[src/sv/fbpa_pkg.sv]
`timescale 1ns / 1ps

package fbpa_pkg;

	localparam int ADDR_W         = 32;
	localparam int SIZE_W         = 16;
	localparam int BCNT_W         = 7;
	localparam int IDX_OUT_W      = 6;
	localparam int STAT_W         = 2;
	localparam int REQ_W          = 2;
	localparam int CFG_IDX_W      = 2;
	localparam int ROW_W          = 16;
	localparam int ROW_BIT_W      = 4;
	localparam int DEF_NUM_BLOCKS = 64;

	localparam logic [REQ_W-1:0] REQ_ALLOC = 2'd0;
	localparam logic [REQ_W-1:0] REQ_FREE  = 2'd1;
	localparam logic [REQ_W-1:0] REQ_CLEAR = 2'd2;

	localparam logic [STAT_W-1:0] STAT_OK        = 2'd0;
	localparam logic [STAT_W-1:0] STAT_FULL      = 2'd1;
	localparam logic [STAT_W-1:0] STAT_NOT_FOUND = 2'd2;

	localparam logic [CFG_IDX_W-1:0] CFG_BASE  = 2'd0;
	localparam logic [CFG_IDX_W-1:0] CFG_SIZE  = 2'd1;
	localparam logic [CFG_IDX_W-1:0] CFG_COUNT = 2'd2;

	localparam logic [SIZE_W-1:0] SIZE_RST = 16'd1;
	localparam logic [BCNT_W-1:0] BCNT_RST = 7'd64;

	typedef enum logic [3:0] {
		ST_IDLE,
		ST_CLR,
		ST_SCAN,
		ST_AWR,
		ST_DIV_GO,
		ST_DIV_WAIT,
		ST_FRD,
		ST_FWR,
		ST_RESP
	} state_t;

	typedef struct packed {
		logic              start;
		logic [ADDR_W-1:0] dividend;
		logic [SIZE_W-1:0] divisor;
	} div_req_t;

	typedef struct packed {
		logic              done;
		logic [ADDR_W-1:0] quotient;
		logic [SIZE_W-1:0] remainder;
	} div_res_t;

	function automatic logic [ROW_BIT_W:0] row_popcount(input logic [ROW_W-1:0] v);
		return (ROW_BIT_W + 1)'($countones(v));
	endfunction

	// Index of the lowest set bit; only meaningful when v is non-zero.
	function automatic logic [ROW_BIT_W-1:0] row_first_set(input logic [ROW_W-1:0] v);
		logic [ROW_BIT_W-1:0] r;
		r = '0;
		for (int i = ROW_W - 1; i >= 0; i--) begin
			if (v[i]) begin
				r = ROW_BIT_W'(i);
			end
		end
		return r;
	endfunction

endpackage

[src/sv/fbpa_req_if.sv]
`timescale 1ns / 1ps

interface fbpa_req_if;
	logic                                valid;
	logic                                ready;
	logic [fbpa_pkg::REQ_W-1:0]  req_type;
	logic [fbpa_pkg::ADDR_W-1:0] address;

	modport source (output valid, output req_type, output address, input ready);
	modport sink (input valid, input req_type, input address, output ready);
endinterface

[src/sv/fbpa_rsp_if.sv]
`timescale 1ns / 1ps

interface fbpa_rsp_if;
	logic                                   valid;
	logic                                   ready;
	logic [fbpa_pkg::ADDR_W-1:0]    block_address;
	logic [fbpa_pkg::IDX_OUT_W-1:0] block_index;
	logic [fbpa_pkg::STAT_W-1:0]    status;
	logic [fbpa_pkg::BCNT_W-1:0]    free_count;
	logic                                   in_pool;

	modport source (output valid, output block_address, output block_index, output status,
		output free_count, output in_pool, input ready);
	modport sink (input valid, input block_address, input block_index, input status,
		input free_count, input in_pool, output ready);
endinterface

[src/sv/fbpa_ram.sv]
`timescale 1ns / 1ps

module fbpa_ram #(
	parameter int WIDTH = 16,
	parameter int DEPTH = 4
) (
	input  logic                                    clk,
	input  logic                                    we,
	input  logic [((DEPTH > 1) ? $clog2(DEPTH) : 1)-1:0] waddr,
	input  logic [WIDTH-1:0]                        wdata,
	input  logic                                    re,
	input  logic [((DEPTH > 1) ? $clog2(DEPTH) : 1)-1:0] raddr,
	output logic [WIDTH-1:0]                        rdata
);

	logic [WIDTH-1:0] mem [DEPTH];
	logic [WIDTH-1:0] rdata_q;

	always_ff @(posedge clk) begin
		if (we) begin
			mem[waddr] <= wdata;
		end
		if (re) begin
			rdata_q <= mem[raddr];
		end
	end

	assign rdata = rdata_q;

endmodule

[src/sv/fbpa_div.sv]
`timescale 1ns / 1ps

// Restoring divider, one quotient bit per cycle.
module fbpa_div (
	input  logic                 clk,
	input  logic                 arst_n,
	input  fbpa_pkg::div_req_t dreq,
	output fbpa_pkg::div_res_t dres
);

	localparam int AW = fbpa_pkg::ADDR_W;
	localparam int SW = fbpa_pkg::SIZE_W;
	localparam int NW = $clog2(AW);
	localparam logic [NW-1:0] LAST_STEP = NW'(AW - 1);

	logic          busy_q;
	logic          done_q;
	logic [NW-1:0] step_q;
	logic [AW-1:0] quo_q;
	logic [SW-1:0] rem_q;
	logic [SW-1:0] dvs_q;
	logic [SW:0]   shifted;
	logic          take;

	assign shifted = {rem_q, quo_q[AW-1]};
	assign take    = shifted >= {1'b0, dvs_q};

	always_ff @(posedge clk or negedge arst_n) begin
		if (!arst_n) begin
			busy_q <= 1'b0;
			done_q <= 1'b0;
			step_q <= '0;
		end else begin
			done_q <= 1'b0;
			if (dreq.start) begin
				busy_q <= 1'b1;
				step_q <= '0;
			end else if (busy_q) begin
				step_q <= step_q + NW'(1);
				if (step_q == LAST_STEP) begin
					busy_q <= 1'b0;
					done_q <= 1'b1;
				end
			end
		end
	end

	always_ff @(posedge clk) begin
		if (dreq.start) begin
			quo_q <= dreq.dividend;
			rem_q <= '0;
			dvs_q <= dreq.divisor;
		end else if (busy_q) begin
			if (take) begin
				rem_q <= SW'(shifted - {1'b0, dvs_q});
				quo_q <= {quo_q[AW-2:0], 1'b1};
			end else begin
				rem_q <= shifted[SW-1:0];
				quo_q <= {quo_q[AW-2:0], 1'b0};
			end
		end
	end

	assign dres.done      = done_q;
	assign dres.quotient  = quo_q;
	assign dres.remainder = rem_q;

endmodule

[src/sv/fixed_block_pool_allocator.sv]
`timescale 1ns / 1ps
// The used map holds ceil(NUM_BLOCKS / 16) rows (4 by default). Allocate and no-op scan all
// rows, then allocate marks the block found; free scans, divides, then rewrites the block's row;
// clear sweeps every row. One request at a time; the next is taken once the result
// sits in the output register. The row scan over the single read port and the bit-serial
// divider set the pace. Reset clears configuration to base 0, size 1, count 64, then sweeps
// the used-map memory, during which no request is taken.
module fixed_block_pool_allocator #(
	parameter int NUM_BLOCKS = fbpa_pkg::DEF_NUM_BLOCKS
) (
	input  logic                                  clk,
	input  logic                                  arst_n,
	input  logic                                  cfg_we,
	input  logic [fbpa_pkg::CFG_IDX_W-1:0] cfg_index,
	input  logic [fbpa_pkg::ADDR_W-1:0]    cfg_wdata,
	fbpa_req_if.sink                            req,
	fbpa_rsp_if.source                          rsp
);

	localparam int AW   = fbpa_pkg::ADDR_W;
	localparam int SW   = fbpa_pkg::SIZE_W;
	localparam int BW   = fbpa_pkg::BCNT_W;
	localparam int OIW  = fbpa_pkg::IDX_OUT_W;
	localparam int RW   = fbpa_pkg::ROW_W;
	localparam int RBW  = fbpa_pkg::ROW_BIT_W;
	localparam int ROWS = (NUM_BLOCKS + RW - 1) / RW;
	localparam int RAW  = (ROWS > 1) ? $clog2(ROWS) : 1;
	localparam int XW   = RAW + RBW;
	localparam int CW   = $clog2(NUM_BLOCKS + 1);
	localparam int KW   = XW + 1;
	localparam int PW   = CW + SW;
	localparam int MW   = XW + SW;
	localparam logic [RAW-1:0] LAST_ROW = RAW'(ROWS - 1);

	fbpa_pkg::state_t state_q, state_d;

	logic [AW-1:0] base_q;
	logic [SW-1:0] size_q;
	logic [BW-1:0] bcount_q;
	logic [CW-1:0] n_act;

	logic [fbpa_pkg::REQ_W-1:0] req_q;
	logic [AW-1:0]  addr_q;
	logic [CW-1:0]  cnt_q;
	logic [RAW-1:0] clr_row_q;
	logic           clr_resp_q;

	logic [RAW-1:0] scan_row_q;
	logic           scan_issued_q;
	logic           scan_vld_s1;
	logic [RAW-1:0] scan_row_s1;
	logic [RW-1:0]  row_mask;
	logic [RW-1:0]  row_free;
	logic           scan_last;

	logic           found_q;
	logic [RAW-1:0] found_row_q;
	logic [RBW-1:0] found_bit_q;
	logic [RW-1:0]  found_data_q;

	logic           match_q;
	logic           match_now;
	logic [XW-1:0]  free_idx_q;
	logic [XW-1:0]  free_idx_now;
	logic           addr_ge;

	logic [MW-1:0]  mul_q;
	logic [PW-1:0]  end_prod_q;

	logic           ram_we;
	logic [RAW-1:0] ram_waddr;
	logic [RW-1:0]  ram_wdata;
	logic           ram_re;
	logic [RAW-1:0] ram_raddr;
	logic [RW-1:0]  ram_rdata;

	fbpa_pkg::div_req_t div_req;
	fbpa_pkg::div_res_t div_res;

	logic           req_rdy;
	logic           rsp_load;
	logic           rsp_vld_q;
	logic [AW-1:0]  rsp_addr_q;
	logic [OIW-1:0] rsp_idx_q;
	logic [fbpa_pkg::STAT_W-1:0] rsp_stat_q;
	logic [BW-1:0]  rsp_free_q;
	logic           rsp_pool_q;

	logic [AW-1:0]     res_addr;
	logic [XW-1:0]     res_idx_full;
	logic [XW+OIW-1:0] res_idx_ext;
	logic [fbpa_pkg::STAT_W-1:0] res_stat;
	logic [CW+BW-1:0]  res_free_ext;
	logic              res_pool;
	logic              accept;

	fbpa_ram #(
		.WIDTH(RW),
		.DEPTH(ROWS)
	) u_used_map (
		.clk  (clk),
		.we   (ram_we),
		.waddr(ram_waddr),
		.wdata(ram_wdata),
		.re   (ram_re),
		.raddr(ram_raddr),
		.rdata(ram_rdata)
	);

	fbpa_div u_div (
		.clk   (clk),
		.arst_n(arst_n),
		.dreq  (div_req),
		.dres  (div_res)
	);

	assign accept = req.valid && req_rdy;

	always_comb begin
		if (32'(bcount_q) < 32'(NUM_BLOCKS)) begin
			n_act = CW'(bcount_q);
		end else begin
			n_act = CW'(NUM_BLOCKS);
		end
	end

	// Only blocks below the active count take part in the scan.
	always_comb begin
		for (int b = 0; b < RW; b++) begin
			row_mask[b] = KW'({scan_row_s1, RBW'(b)}) < KW'(n_act);
		end
	end

	assign row_free  = ~ram_rdata & row_mask;
	assign scan_last = scan_vld_s1 && (scan_row_s1 == LAST_ROW);

	// A zero block size puts every block at the base, so only block 0 can match.
	assign addr_ge = addr_q >= base_q;
	always_comb begin
		if (size_q == '0) begin
			match_now    = (addr_q == base_q) && (n_act != '0);
			free_idx_now = '0;
		end else begin
			match_now    = addr_ge && (div_res.remainder == '0) &&
				(div_res.quotient < AW'(n_act));
			free_idx_now = div_res.quotient[XW-1:0];
		end
	end

	always_comb begin
		state_d = state_q;
		unique case (state_q)
			fbpa_pkg::ST_IDLE: begin
				if (accept) begin
					if (req.req_type == fbpa_pkg::REQ_CLEAR) begin
						state_d = fbpa_pkg::ST_CLR;
					end else begin
						state_d = fbpa_pkg::ST_SCAN;
					end
				end
			end
			fbpa_pkg::ST_CLR: begin
				if (clr_row_q == LAST_ROW) begin
					state_d = clr_resp_q ? fbpa_pkg::ST_RESP : fbpa_pkg::ST_IDLE;
				end
			end
			fbpa_pkg::ST_SCAN: begin
				if (scan_last) begin
					if (req_q == fbpa_pkg::REQ_ALLOC) begin
						if (found_q || (row_free != '0)) begin
							state_d = fbpa_pkg::ST_AWR;
						end else begin
							state_d = fbpa_pkg::ST_RESP;
						end
					end else if (req_q == fbpa_pkg::REQ_FREE) begin
						state_d = fbpa_pkg::ST_DIV_GO;
					end else begin
						state_d = fbpa_pkg::ST_RESP;
					end
				end
			end
			fbpa_pkg::ST_AWR:    state_d = fbpa_pkg::ST_RESP;
			fbpa_pkg::ST_DIV_GO: state_d = fbpa_pkg::ST_DIV_WAIT;
			fbpa_pkg::ST_DIV_WAIT: begin
				if (div_res.done) begin
					state_d = match_now ? fbpa_pkg::ST_FRD : fbpa_pkg::ST_RESP;
				end
			end
			fbpa_pkg::ST_FRD: state_d = fbpa_pkg::ST_FWR;
			fbpa_pkg::ST_FWR: state_d = fbpa_pkg::ST_RESP;
			fbpa_pkg::ST_RESP: begin
				if (!rsp_vld_q || rsp.ready) begin
					state_d = fbpa_pkg::ST_IDLE;
				end
			end
			default: state_d = fbpa_pkg::ST_IDLE;
		endcase
	end

	always_comb begin
		req_rdy          = 1'b0;
		ram_we           = 1'b0;
		ram_waddr        = clr_row_q;
		ram_wdata        = '0;
		ram_re           = 1'b0;
		ram_raddr        = scan_row_q;
		div_req.start    = 1'b0;
		div_req.dividend = addr_q - base_q;
		div_req.divisor  = size_q;
		rsp_load         = 1'b0;
		unique case (state_q)
			fbpa_pkg::ST_IDLE: req_rdy = 1'b1;
			fbpa_pkg::ST_CLR:  ram_we = 1'b1;
			fbpa_pkg::ST_SCAN: ram_re = !scan_issued_q;
			fbpa_pkg::ST_AWR: begin
				ram_we    = 1'b1;
				ram_waddr = found_row_q;
				ram_wdata = found_data_q | (RW'(1) << found_bit_q);
			end
			fbpa_pkg::ST_DIV_GO:   div_req.start = 1'b1;
			fbpa_pkg::ST_DIV_WAIT: ;
			fbpa_pkg::ST_FRD: begin
				ram_re    = 1'b1;
				ram_raddr = free_idx_q[XW-1:RBW];
			end
			fbpa_pkg::ST_FWR: begin
				ram_we    = 1'b1;
				ram_waddr = free_idx_q[XW-1:RBW];
				ram_wdata = ram_rdata & ~(RW'(1) << free_idx_q[RBW-1:0]);
			end
			fbpa_pkg::ST_RESP: rsp_load = !rsp_vld_q || rsp.ready;
			default: ;
		endcase
	end

	always_comb begin
		res_addr     = '0;
		res_idx_full = '0;
		res_stat     = fbpa_pkg::STAT_OK;
		if (req_q == fbpa_pkg::REQ_ALLOC) begin
			if (found_q) begin
				res_addr     = base_q + AW'(mul_q);
				res_idx_full = {found_row_q, found_bit_q};
			end else begin
				res_stat = fbpa_pkg::STAT_FULL;
			end
		end else if (req_q == fbpa_pkg::REQ_FREE) begin
			if (match_q) begin
				res_idx_full = free_idx_q;
			end else begin
				res_stat = fbpa_pkg::STAT_NOT_FOUND;
			end
		end
		res_idx_ext  = {{OIW{1'b0}}, res_idx_full};
		res_free_ext = {{BW{1'b0}}, cnt_q};
		res_pool     = addr_ge && ({1'b0, addr_q} < ({1'b0, base_q} + (AW + 1)'(end_prod_q)));
	end

	always_ff @(posedge clk or negedge arst_n) begin
		if (!arst_n) begin
			state_q       <= fbpa_pkg::ST_CLR;
			base_q        <= '0;
			size_q        <= fbpa_pkg::SIZE_RST;
			bcount_q      <= fbpa_pkg::BCNT_RST;
			cnt_q         <= '0;
			clr_row_q     <= '0;
			clr_resp_q    <= 1'b0;
			scan_row_q    <= '0;
			scan_issued_q <= 1'b0;
			scan_vld_s1   <= 1'b0;
			found_q       <= 1'b0;
			match_q       <= 1'b0;
			rsp_vld_q     <= 1'b0;
		end else begin
			state_q <= state_d;

			if (cfg_we) begin
				unique case (cfg_index)
					fbpa_pkg::CFG_BASE:  base_q   <= cfg_wdata;
					fbpa_pkg::CFG_SIZE:  size_q   <= cfg_wdata[SW-1:0];
					fbpa_pkg::CFG_COUNT: bcount_q <= cfg_wdata[BW-1:0];
					default: ;
				endcase
			end

			if (accept) begin
				clr_row_q     <= '0;
				clr_resp_q    <= req.req_type == fbpa_pkg::REQ_CLEAR;
				cnt_q         <= (req.req_type == fbpa_pkg::REQ_CLEAR) ? n_act : '0;
				scan_row_q    <= '0;
				scan_issued_q <= 1'b0;
				scan_vld_s1   <= 1'b0;
				found_q       <= 1'b0;
			end

			if (state_q == fbpa_pkg::ST_CLR && clr_row_q != LAST_ROW) begin
				clr_row_q <= clr_row_q + RAW'(1);
			end

			// Read rows one a cycle; each row is counted the cycle after its read.
			if (state_q == fbpa_pkg::ST_SCAN) begin
				if (!scan_issued_q) begin
					scan_vld_s1 <= 1'b1;
					if (scan_row_q == LAST_ROW) begin
						scan_issued_q <= 1'b1;
					end else begin
						scan_row_q <= scan_row_q + RAW'(1);
					end
				end else begin
					scan_vld_s1 <= 1'b0;
				end
				if (scan_vld_s1) begin
					cnt_q <= cnt_q + CW'(fbpa_pkg::row_popcount(row_free));
					if (!found_q && row_free != '0) begin
						found_q <= 1'b1;
					end
				end
			end

			if (state_q == fbpa_pkg::ST_AWR) begin
				cnt_q <= cnt_q - CW'(1);
			end
			if (state_q == fbpa_pkg::ST_DIV_WAIT && div_res.done) begin
				match_q <= match_now;
			end
			if (state_q == fbpa_pkg::ST_FWR && ram_rdata[free_idx_q[RBW-1:0]]) begin
				cnt_q <= cnt_q + CW'(1);
			end

			if (rsp_load) begin
				rsp_vld_q <= 1'b1;
			end else if (rsp.ready) begin
				rsp_vld_q <= 1'b0;
			end
		end
	end

	always_ff @(posedge clk) begin
		if (accept) begin
			req_q  <= req.req_type;
			addr_q <= req.address;
		end
		if (state_q == fbpa_pkg::ST_SCAN && !scan_issued_q) begin
			scan_row_s1 <= scan_row_q;
		end
		if (state_q == fbpa_pkg::ST_SCAN && scan_vld_s1 && !found_q && row_free != '0) begin
			found_row_q  <= scan_row_s1;
			found_bit_q  <= fbpa_pkg::row_first_set(row_free);
			found_data_q <= ram_rdata;
		end
		if (state_q == fbpa_pkg::ST_DIV_WAIT && div_res.done) begin
			free_idx_q <= free_idx_now;
		end
		if (state_q == fbpa_pkg::ST_AWR) begin
			mul_q <= MW'({found_row_q, found_bit_q}) * MW'(size_q);
		end
		end_prod_q <= PW'(n_act) * PW'(size_q);
		if (rsp_load) begin
			rsp_addr_q <= res_addr;
			rsp_idx_q  <= res_idx_ext[OIW-1:0];
			rsp_stat_q <= res_stat;
			rsp_free_q <= res_free_ext[BW-1:0];
			rsp_pool_q <= res_pool;
		end
	end

	assign req.ready         = req_rdy;
	assign rsp.valid         = rsp_vld_q;
	assign rsp.block_address = rsp_addr_q;
	assign rsp.block_index   = rsp_idx_q;
	assign rsp.status        = rsp_stat_q;
	assign rsp.free_count    = rsp_free_q;
	assign rsp.in_pool       = rsp_pool_q;

	// The free count can never exceed the number of active blocks.
	a_cnt_bound: assert property (@(posedge clk) disable iff (!arst_n)
		(state_q == fbpa_pkg::ST_RESP) |-> (KW'(cnt_q) <= KW'(n_act)))
		else $error("free count above active block count");

	// The block picked for allocation lies below the active count.
	a_alloc_range: assert property (@(posedge clk) disable iff (!arst_n)
		(state_q == fbpa_pkg::ST_AWR) |-> (KW'({found_row_q, found_bit_q}) < KW'(n_act)))
		else $error("allocated block outside the active range");

	// The divider only finishes while the controller waits for it.
	a_div_done: assert property (@(posedge clk) disable iff (!arst_n)
		div_res.done |-> (state_q == fbpa_pkg::ST_DIV_WAIT))
		else $error("divider result arrived unexpectedly");

	// A loaded result is presented on the next cycle.
	a_rsp_load: assert property (@(posedge clk) disable iff (!arst_n)
		rsp_load |=> rsp_vld_q)
		else $error("loaded result not presented");

endmodule

[src/flat_wrapper.sv]
// flat-port wrapper written by rule: the top's interface ports become plain ports
module fixed_block_pool_allocator_flat 
#(
	parameter int NUM_BLOCKS = fbpa_pkg::DEF_NUM_BLOCKS
)
  (clk, arst_n, cfg_we, cfg_index, cfg_wdata, req_valid, req_req_type, req_address, req_ready, rsp_valid, rsp_block_address, rsp_block_index, rsp_status, rsp_free_count, rsp_in_pool, rsp_ready);
  fbpa_req_if req_i ();
  fbpa_rsp_if rsp_i ();
  input  logic clk;
  input  logic arst_n;
  input  logic cfg_we;
  input  logic [fbpa_pkg::CFG_IDX_W-1:0] cfg_index;
  input  logic [fbpa_pkg::ADDR_W-1:0] cfg_wdata;
  input wire logic [$bits(req_i.valid)-1:0] req_valid;
  input wire logic [$bits(req_i.req_type)-1:0] req_req_type;
  input wire logic [$bits(req_i.address)-1:0] req_address;
  output wire logic [$bits(req_i.ready)-1:0] req_ready;
  output wire logic [$bits(rsp_i.valid)-1:0] rsp_valid;
  output wire logic [$bits(rsp_i.block_address)-1:0] rsp_block_address;
  output wire logic [$bits(rsp_i.block_index)-1:0] rsp_block_index;
  output wire logic [$bits(rsp_i.status)-1:0] rsp_status;
  output wire logic [$bits(rsp_i.free_count)-1:0] rsp_free_count;
  output wire logic [$bits(rsp_i.in_pool)-1:0] rsp_in_pool;
  input wire logic [$bits(rsp_i.ready)-1:0] rsp_ready;
  assign req_i.valid = req_valid;
  assign req_i.req_type = req_req_type;
  assign req_i.address = req_address;
  assign req_ready = req_i.ready;
  assign rsp_valid = rsp_i.valid;
  assign rsp_block_address = rsp_i.block_address;
  assign rsp_block_index = rsp_i.block_index;
  assign rsp_status = rsp_i.status;
  assign rsp_free_count = rsp_i.free_count;
  assign rsp_in_pool = rsp_i.in_pool;
  assign rsp_i.ready = rsp_ready;
  fixed_block_pool_allocator #(.NUM_BLOCKS(NUM_BLOCKS)) u_core (.clk(clk), .arst_n(arst_n), .cfg_we(cfg_we), .cfg_index(cfg_index), .cfg_wdata(cfg_wdata), .req(req_i), .rsp(rsp_i));
endmodule
[config.mk]
export PLATFORM = sky130hd
export DESIGN_NAME = fixed_block_pool_allocator_flat
export DESIGN_NICKNAME = d
export VERILOG_FILES = /design/src/sv/fbpa_pkg.sv /design/src/sv/fbpa_req_if.sv /design/src/sv/fbpa_rsp_if.sv /design/src/sv/fbpa_ram.sv /design/src/sv/fbpa_div.sv /design/src/sv/fixed_block_pool_allocator.sv /design/src/flat_wrapper.sv
export SDC_FILE = /design/constraint.sdc
export NUM_CORES = 1
export LEC_CHECK = 0
export BUFFER_PORTS_ARGS = -buffer_cell sky130_fd_sc_hd__buf_2
export CAP_MARGIN = 10
export CORE_UTILIZATION = 40
export CTS_CLUSTER_DIAMETER = 100
export DETAILED_ROUTE_END_ITERATION = 16
export SLEW_MARGIN = 15
export SYNTH_ARGS = -nofsm -noshare
export SYNTH_HDL_FRONTEND = slang
export SYNTH_SLANG_ARGS = --single-unit
[constraint.sdc]
create_clock -name clk -period 7.7 [get_ports clk]
set_input_delay 0.385 -clock clk [delete_from_list [all_inputs] [get_ports clk]]
set_output_delay 0.385 -clock clk [all_outputs]
set_load 0.1 [all_outputs]
Word level (Yosys, flattened, before mapping) --
Memories as Yosys holds them, arrays and structs flattened. A register that Yosys moved wholly into a read port is not among the register bits. Index checks and enable logic that the tools add are counted. W data, S select, Z words.
Word-level totals: logic and storage cells 242, output and inout bits 50, register bits 304, input bits 73, memory bits (writable) 64, memories kept 1
Cells by class: shifts and indexed selects 2, magnitude comparators 22, muxes and demuxes 86, bitwise logic cells 5, $mul 2, reductions and logical operators 40, equal/unequal tests 23, add/subtract/negate cells 25
Memory list:
- u_core.u_used_map.mem | words 4, bits a word 16, read ports 1, clocked after memory_dff 1, write ports 1, RTL line fbpa_ram.sv:16 | logic [WIDTH-1:0] mem [DEPTH];
Operators with widths (count):
- $lt A6 B7 Y1 | 16
- $mux W4 | 18
- $mux W32 | 2
- $mux W7 | 7
- $add A5 B5 Y5 | 7
- $add A32 B23 Y33 | 1
- $lt A32 B33 Y1 | 1
- $add A32 B22 Y32 | 1
- $and A16 B16 Y16 | 2
- $eq A32 B32 Y1 | 1
- $ge A32 B32 Y1 | 1
- $logic_not A16 Y1 | 2
- $lt A32 B7 Y1 | 1
- $not A16 Y16 | 2
- $pmux W16 S2 | 1
- $pmux W4 S8 | 1
- $shl A1 B4 Y16 const A | 2
- $sub A32 B32 Y32 | 1
- $mux W1 | 30
- $mux W2 | 13
- $mux W6 | 4
- $mul A7 B16 Y23 | 1
- $mul A6 B16 Y22 | 1
- $ge A17 B16 Y1 | 1
- 39 further kinds | 88

Longest topological paths before layout --
Gate-level depths: netlist of the first run.
depth in word-level cells 19, gate-level depth with buffers 29, depth with buffers taken out 27

By module --
Synthesis of the first run repeated with hierarchy kept, for this count alone.
Second synthesis, totals: cells, all modules 2636, area total of the unflattened synthesis 27460.1 µm²
By module, submodules not included:
- fixed_block_pool_allocator | sequential area each 6389.9 µm², area an instance 20820.0 µm², cells each 2208, times used 1
- fbpa_div | sequential area each 1936.9 µm², area an instance 3782.4 µm², cells each 324, times used 1
- fbpa_ram | sequential area each 2402.3 µm², area an instance 2857.7 µm², cells each 104, times used 1

Least setup slack after synthesis of the first run --
OpenSTA, ideal clock, no wires.
path kind register -> register, start point register u_core.bcount_q[6], end point register u_core.cnt_q[6], setup time 0.077 ns, path slack 0.943 ns, buffers on the path 3, stages on the path, launching flop included 29, data arrival time 6.680 ns, clock period less this slack 6.757 ns, required time 7.623 ns, cell sequence dfstp_2 > buf_2 > nor2b_1 > clkbuf_1 > clkbuf_1 > ha_1 > nand3_1 > o21ai_1 > or3_1 > ha_1 > inv_1 > fa_1 > inv_1 > fa_1 > fa_1 > inv_1 > fa_1 > inv_1 > ha_1 > fa_1 > ha_1 > a21o_1 > a21oi_1 > nor2b_1 > o211ai_1 > mux2_2 > nor2_1 > o22ai_1 > a21oi_1
Between the ends: cells in the longest elaborated chain, start to end 13, elaborated cells on any way between the ends 41, those cells by class 16 x add/sub; 17 x order compare; 7 x mux; 1 x bitwise
RTL lines:
- start, declared | RTL line fixed_block_pool_allocator.sv:39 | logic [BW-1:0] bcount_q;
- start signal, assigned | RTL line fixed_block_pool_allocator.sv:264 | bcount_q <= fbpa_pkg::BCNT_RST;
- start signal, assigned | RTL line fixed_block_pool_allocator.sv:281 | fbpa_pkg::CFG_COUNT: bcount_q <= cfg_wdata[BW-1:0];
- $lt A7 B7 Y1 | RTL line fixed_block_pool_allocator.sv:120 | if (32'(bcount_q) < 32'(NUM_BLOCKS)) begin
- $mux W7 * | RTL line fixed_block_pool_allocator.sv:120
- $lt A6 B7 Y1 | RTL line fixed_block_pool_allocator.sv:130 | row_mask[b] = KW'({scan_row_s1, RBW'(b)}) < KW'(n_act);
- $and A16 B16 Y16 | RTL line fixed_block_pool_allocator.sv:134 | assign row_free = ~ram_rdata & row_mask;
- $add A1 B1 Y2 (not written as such) | RTL line fbpa_pkg.sv:56 | return (ROW_BIT_W + 1)'($countones(v));
- $add A5 B5 Y5 (not written as such) (3 in series) | RTL line fbpa_pkg.sv:56
- $add A7 B5 Y7 | RTL line fixed_block_pool_allocator.sv:313 | cnt_q <= cnt_q + CW'(fbpa_pkg::row_popcount(row_free));
- $mux W7 | RTL line fixed_block_pool_allocator.sv:312 | if (scan_vld_s1) begin
- $mux W7 * | RTL line fixed_block_pool_allocator.sv:301 | if (state_q == fbpa_pkg::ST_SCAN) begin
- $mux W7 * | RTL line fixed_block_pool_allocator.sv:320 | if (state_q == fbpa_pkg::ST_AWR) begin
- $mux W7 * | RTL line fixed_block_pool_allocator.sv:326 | if (state_q == fbpa_pkg::ST_FWR && ram_rdata[free_idx_q[RBW-1:0]]) begin
- end signal, assigned | RTL line fixed_block_pool_allocator.sv:313
- end signal, assigned | RTL line fixed_block_pool_allocator.sv:321 | cnt_q <= cnt_q - CW'(1);
- end signal, assigned | RTL line fixed_block_pool_allocator.sv:327 | cnt_q <= cnt_q + CW'(1);
- end, declared | RTL line fixed_block_pool_allocator.sv:44 | logic [CW-1:0] cnt_q;
Every way passes the cells marked *; elsewhere a longest branch is shown, timed or not. A chain may end at the register's enable or synchronous reset.

Worst setup path in the final report of the first run --
Same ends and word-level chain as after synthesis.

==> results of run 1 <==
-- power by group through the flow --
stage / logic (mW) / registers, mW / clock network (mW)
2_1_floorplan: 7.59 / 3.60 / 0
3_3_place_gp: 9.83 / 3.73 / 0
3_5_place_dp: 10.0 / 3.73 / 0
4_1_cts: 10.1 / 3.70 / 2.33
5_1_grt: 11.5 / 3.77 / 2.39
6_report: 10.1 / 3.71 / 2.28
-- tightest hold or removal path, stage by stage --
cell and delay (ns):
buf_2 0.08, nand2_1 0.04, o21ai_0 0.07
-- worst max path at each step --
stage          depth (start not counted)                from         endpoint
5_1_grt                               26  u_core.bcount_q[6]  u_core.cnt_q[6]
3_3_place_gp                          26  u_core.bcount_q[6]  u_core.cnt_q[6]
3_5_place_dp                          26  u_core.bcount_q[6]  u_core.cnt_q[6]
4_1_cts                               26  u_core.bcount_q[6]  u_core.cnt_q[6]
2_1_floorplan                         28  u_core.bcount_q[6]  u_core.cnt_q[6]
6_report                              26  u_core.bcount_q[6]  u_core.cnt_q[6]
-- layout by cell type (no fill, tap or decap), drive strengths merged, types with 20 or more instances in the layout --
cell | netlist | layout
a21o | 53 | 53
nor3 | 55 | 55
dlygate4sd3 | 0 | 42
a21oi | 153 | 153
mux2 | 28 | 28
a31oi | 24 | 24
o21a | 21 | 21
nand4 | 20 | 20
nand2 | 289 | 289
clkbuf | 80 | 51
dfrtp | 80 | 80
o21ai | 170 | 170
mux4 | 21 | 21
mux2i | 20 | 20
edfxtp | 262 | 262
xnor2 | 68 | 68
o22ai | 24 | 24
nand3 | 42 | 42
nor4 | 26 | 26
and2 | 94 | 94
fa | 142 | 142
inv | 271 | 281
buf | 10 | 155
a211oi | 36 | 36
ha | 239 | 239
xor2 | 53 | 53
nor2b | 42 | 42
nor2 | 132 | 132
nand2b | 35 | 35
dfxtp | 39 | 39
-- cell families (layout without fill, tap and decap cells) --
group / count (synthesis) / count (layout)
flops: 384 / 384
fa+ha+maj: 381 / 381
mux: 69 / 69
compound gates: 590 / 590
xor+xnor: 121 / 121
simple gates: 795 / 795
buf+inv: 362 / 552
-- cell type report --
| class | instances | area (sq um) | share of cell area |
|---|---|---|---|
| Clock buffer | 51 | 1190 | 0.0381 |
| Tap cell | 873 | 1090 | 0.0350 |
| Clock inverter | 32 | 375 | 0.0120 |
| Multi-Input combinational cell | 1956 | 15500 | 0.498 |
| Sequential cell | 384 | 10700 | 0.344 |
| Inverter | 272 | 1020 | 0.0327 |
| Timing Repair Buffer | 197 | 1280 | 0.0410 |
-- sequential cells by signal, summed over array words and instances, names as in the netlist, 16 cells and up --
| signal | cells |
|---|---|
| u_core.found_data_q | 16 |
| u_core.end_prod_q | 23 |
| u_core.mul_q | 22 |
| u_core.u_div.dvs_q | 16 |
| u_core.rsp.block_address | 32 |
| u_core.addr_q | 32 |
| u_core.u_used_map.mem | 64 |
| u_core.u_used_map.rdata | 16 |
| u_core.size_q | 16 |
| u_core.u_div.rem_q | 16 |
| u_core.u_div.quo_q | 32 |
| u_core.base_q | 32 |
-- routing by layer --
| metal | share of wire | up-vias | wire, um | global-route usage |
|---|---|---|---|---|
| li1 | - | 9817 | - | - |
| met1 | 0.44 | 10400 | 36200 | 0.318 |
| met2 | 0.46 | 701 | 37600 | 0.383 |
| met3 | 0.058 | 140 | 4750 | 0.0316 |
| met4 | 0.037 | 2 | 2990 | 0.0871 |
| met5 | 0.00016 | - | 13 | 0 |
-- metrics by stage --
step	setup WS (ns)	utilization	instances	total power [mW]	hold slack (ns)
after floorplan	0.943	-	2702	11.2	0.0894
after global placement	0.836	0.432	3640	13.6	0.331
after detailed placement	0.821	0.432	3640	13.7	0.332
after CTS	0.803	0.461	3765	16.1	0.00135
after global routing	0.362	0.461	3765	17.6	0.0208
final	0.791	0.461	3765	16.1	0.0180
-- what timing repair did --
item	4_1_cts	5_1_grt
hold buffers	42	0
endpoints found under the setup margin	0	0
endpoints found under the hold margin	65	0
==> metrics.txt, run 1 <==
critical path endpoint category flip-flop; crit path kind flip-flop to flip-flop; DP HPWL 62.2 mm; Seq pwr share 0.231; Hold Crit Class primary input to flip-flop; count leader, synth nand2_1; worst clock skew 0.0233 ns; post-CTS setup buffer count 0; Pwr per Cell Area 515 nW/um^2; min-delay src cfg_wdata[26]; IO buf count 122; ranking of synthesized cells by area edfxtp_1 29%, ha_1 11%, fa_1 10%, dfrtp_1 7.3%, nand2_1 3.9%; RSZ-0062 raised after global routing false; Starting Density 0.407; clock insertion delay at the later pin of the skew report 0.60 ns; die height 265 um; yosys warns 0; largest family of logic cells by synthesized area adder cells; core area 67800 sq um; first-pass GRT wire length 126 mm; mux contribution to synthesized area 0.0360; FFs w/ async S/R, synth 0.216; drt wl/cell 21.6 um; drt pass-1 iters 5; Comb pwr share 0.628; Row Count 95; Critical Path RT 8.21 ns; Placed Area 29200 sq um; Setup TNS Final 0 ns; die area 70000 sq um; Worst R2R End u_core.cnt_q[6]; Switching Power 7.46 mW; crit-path max cell delay 0.66 ns; share of cells above drive strength 1 0.115; CP max FO 13; cell family with most CP delay adder cells; startpoint types flip-flop; gr ovfl total 0; Fin. Hold Viols 0; hold path cells 3; Synth Area in Compound Gates 0.136; top post-synthesis cells by count 289 x nand2_1, 271 x inv_1, 262 x edfxtp_1, 239 x ha_1, 159 x o21ai_0; synthesized-area fraction occupied by adder cells 0.211; post-layout min period 6.91 ns; syn_nets 3156; Max rail drop VDD 0.763 mV; # IOs 123; hold endpoint u_core.base_q[26]; Post-synth EDFFs 262; post_cts resized 0; width of the die 265 um; via count 21100; status complete, no violations; R2R Path Start u_core.bcount_q[6]; Max-slew headroom 0.273; vias per cell 5.60; Num CTS Buffers 45; # diodes 0; crit path DAT 7.42 ns; slack of the worst reg-to-reg path 0.79 ns; fillers 6309; Fmax 0.145 GHz; Int Power 8.63 mW; Worst path slowest cell dfstp_2; worst path buffer plus inverter count 5; clock buffer depth 3; leak pwr 13.6 nW; max-slew violation count 0; worst r2r path cells 26; share of the clock period used by the worst path 0.897; All-Layer GR Usage 0.235; register area share after synthesis 0.389; dominant cell type by area after synthesis edfxtp_1; Synth Area in Simple Gates 0.139; drc violations 0; CTS sink count 384; post-synthesis cell count 2702; xor/xnor share of the synthesized area 0.0384; clock power share 0.141; Worst Tran Pin Value 1.09 ns; Final setup viols 0; Mean Syn Cell Area 10.2 sq um; ys flop type edfxtp_1; Mapped Area 27600 sq um; post-synth cell types 82; top-area cell type share of the netlist area 0.285; area added between synthesis and finish 13.2%; vias in the first global route 21400; initial antenna violation count 3; Post-DRT Antenna Nets 0; Worst-path clk slew 0.06 ns; #FFs+latches synth 384; max-cap violation count 0; GPL Wtd Cong 0.937; clock root cell clkbuf_16; CTS tree built; total wire length 81.5 mm; Final #Nets 3310; post-route cell area 31200 sq um; largest net degree at the start of global routing 73; Sw Share 0.464; Detailed Route Iter0 Violations 1595; CTS H-tree lvls 2
Note: power is estimated with default switching activity, not from simulation.
==> run 2: changes to the inputs <==
- PLACE_DENSITY: unset -> 0.59
==> run 2 against run 1 <==
  * Worst hold slack better by 0.0035 ns
  * Global-route usage up 0.060 points
  * Die area unchanged
  * Combinational power about the same
  * Sequential share of layout area up 0.15 points
  * Routed wire length up 0.86%
  * Critical path depth unchanged
  * Count of clock-buffer cells in the layout up 8
  * Via count down 0.31%
  * Largest cell class unchanged
  * Largest power group unchanged
  * Highest routed layer is now met4
==> metrics.txt, run 2 (synthesis results as in run 1) <==
crit path from u_core.bcount_q[6] (unchanged); Critical Path Sink u_core.cnt_q[6] (unchanged); crit-path max cell delay 0.68 ns (was 0.66 ns); clock root cell clkbuf_16 (unchanged); largest reg by FF count u_core.u_used_map.mem (unchanged); GPL Wtd Cong 0.939 (was 0.937); gr ovfl total 0 (unchanged); CP max FO 13 (unchanged); Final setup viols 0 (unchanged); die height 265 um (unchanged); Hold Crit Class primary input to flip-flop (unchanged); CTS H-tree lvls 2 (unchanged); DP HPWL 62.6 mm (was 62.2 mm); max-slew violation count 0 (unchanged); Worst path slowest cell dfstp_2 (unchanged); slack of the worst reg-to-reg path 0.69 ns (was 0.79 ns); Detailed Route Iter0 Violations 1591 (was 1595); share of cells above drive strength 1 0.111 (was 0.115); width of the die 265 um (unchanged); total wire length 82.2 mm (was 81.5 mm); Post-DRT Antenna Nets 0 (unchanged); post-CTS setup buffer count 0 (unchanged); final setup margin 0.685 ns (was 0.791 ns); area added between synthesis and finish 12.7% (was 13.2%); Starting Density 0.407 (unchanged); critical path endpoint category flip-flop (unchanged); Max rail drop VDD 0.793 mV (was 0.763 mV); Fmax 0.143 GHz (was 0.145 GHz); drt wl/cell 21.8 um (was 21.6 um); clock insertion delay at the later pin of the skew report 0.60 ns (about the same); die area 70000 sq um (unchanged); Worst-path clk slew 0.06 ns (about the same); Critical Path RT 8.21 ns (about the same); startpoint types flip-flop (unchanged); Layout Utilization 0.459 (was 0.461); CTS tree built (unchanged); CTS sink count 384 (unchanged); Worst Tran Pin Value 1.11 ns (was 1.09 ns); crit path kind flip-flop to flip-flop (unchanged); drt pass-1 iters 5 (unchanged); initial antenna violation count 0 (was 3); Row Count 95 (unchanged); most common cell after layout, fill and taps aside nand2_1 (unchanged); Layout Cells excl Fill 3763 (was 3765); Worst path depth 26 (unchanged); Final #Nets 3308 (was 3310); worst r2r path cells 26 (unchanged); All-Layer GR Usage 0.235 (about the same); worst path buffer plus inverter count 5 (unchanged); Setup TNS Final 0 ns (unchanged); first-pass GRT wire length 126 mm (about the same); leak pwr 13.5 nW (was 13.6 nW); Pwr per Cell Area 516 nW/um^2 (was 515 nW/um^2); Placed Cells 3641 (was 3640); post_cts resized 0 (unchanged); Pwr Total 16.0 mW (was 16.1 mW); Worst R2R End u_core.cnt_q[6] (unchanged); R2R Path Start u_core.bcount_q[6] (unchanged); crit path DAT 7.53 ns (was 7.42 ns); status complete, no violations (unchanged); most frequent cells in the layout 288 x nand2_1, 271 x inv_1, 262 x edfxtp_1 (unchanged); vias per cell 5.59 (was 5.60); vias in the first global route 21500 (was 21400); RSZ-0062 raised after global routing false (unchanged); core area 67800 sq um (unchanged); Num CTS Buffers 44 (was 45); share of the clock period used by the worst path 0.911 (was 0.897); worst clock skew 0.0186 ns (was 0.0233 ns); cell family with most CP delay adder cells (unchanged); largest net degree at the start of global routing 74 (was 73); DP Worst Slack 0.729 ns (was 0.821 ns); max-cap violation count 0 (unchanged); clock buffer depth 3 (unchanged); Fin. Hold Viols 0 (unchanged); max reg flops 64 (unchanged); via count 21000 (was 21100); drc violations 0 (unchanged); Max-slew headroom 0.260 (was 0.273); post-layout min period 7.01 ns (was 6.91 ns); IO buf count 122 (unchanged); # IOs 123 (unchanged)
## run 2: changes by cell type in the layout (fill, tap and decap cells not counted), moves of 2 or more
cell	change
clkbuf_1	+7
inv_4	-2
bufinv_16	-4
dlygate4sd3_1	-2
clkinv_2	-4
inv_6	-5
clkinv_1	+4
## run 2: per-stage QoR
step,cell area [sq um],hold WS [ns]
after floorplan,27600,0.0894
after global placement,29200,0.325
after detailed placement,29200,0.326
after CTS,31100,0.00321
after global routing,31100,0.0242
final,31100,0.0215
## run 2: area by class of cell
cell class              instances  area (sq um)
well taps                     873          1090
clock inverters                22           218
clock buffers                  59          1230
flip-flops and latches        384         10700
multi-input cells            1956         15500
repair buffers                196          1270
fillers                      6297         36700
diodes                          1          2.50
inverters                     272          1020
## run 2: power breakdown
part | leakage, nW | total, mW | internal [mW] | switching, mW
clock | 0.699 | 2.12 | 1.20 | 0.921
sequential | 3.79 | 3.71 | 3.10 | 0.607
combinational | 9.06 | 10.2 | 4.19 | 6.03
## run 2: how the worst min path moves through the flow
stage | startpoint | end | slack [ns] | cells after the start
CTS | cfg_wdata[15] | u_core.base_q[15] | 0.003 | 3
detailed placement | arst_n | u_core.base_q[29] | 0.33 | 1
finish | cfg_wdata[25] | u_core.base_q[25] | 0.02 | 3
floorplan | arst_n | u_core.base_q[0] | 0.09 | 0
global placement | arst_n | u_core.base_q[28] | 0.32 | 1
global route | cfg_wdata[25] | u_core.base_q[25] | 0.02 | 3
## run 2: per-layer routing
| layer | vias up | wire length (um) | global-route usage |
|---|---|---|---|
| met3 | 125 | 4940 | 0.0322 |
| met1 | 10500 | 36200 | 0.316 |
| met4 | 0 | 2640 | 0.0800 |
| li1 | 9802 | - | - |
| met5 | - | 0 | 0 |
| met2 | 647 | 38400 | 0.390 |
## run 2: repair_timing
item                       CTS  global route
hold endpoints to repair    62             0
setup endpoints to repair    0             0
hold buffers                40             0
## run 2: tightest hold or removal path, cell delays in order
cell	delay, ns
buf_2	0.08
nand2_1	0.04
o21ai_0	0.07
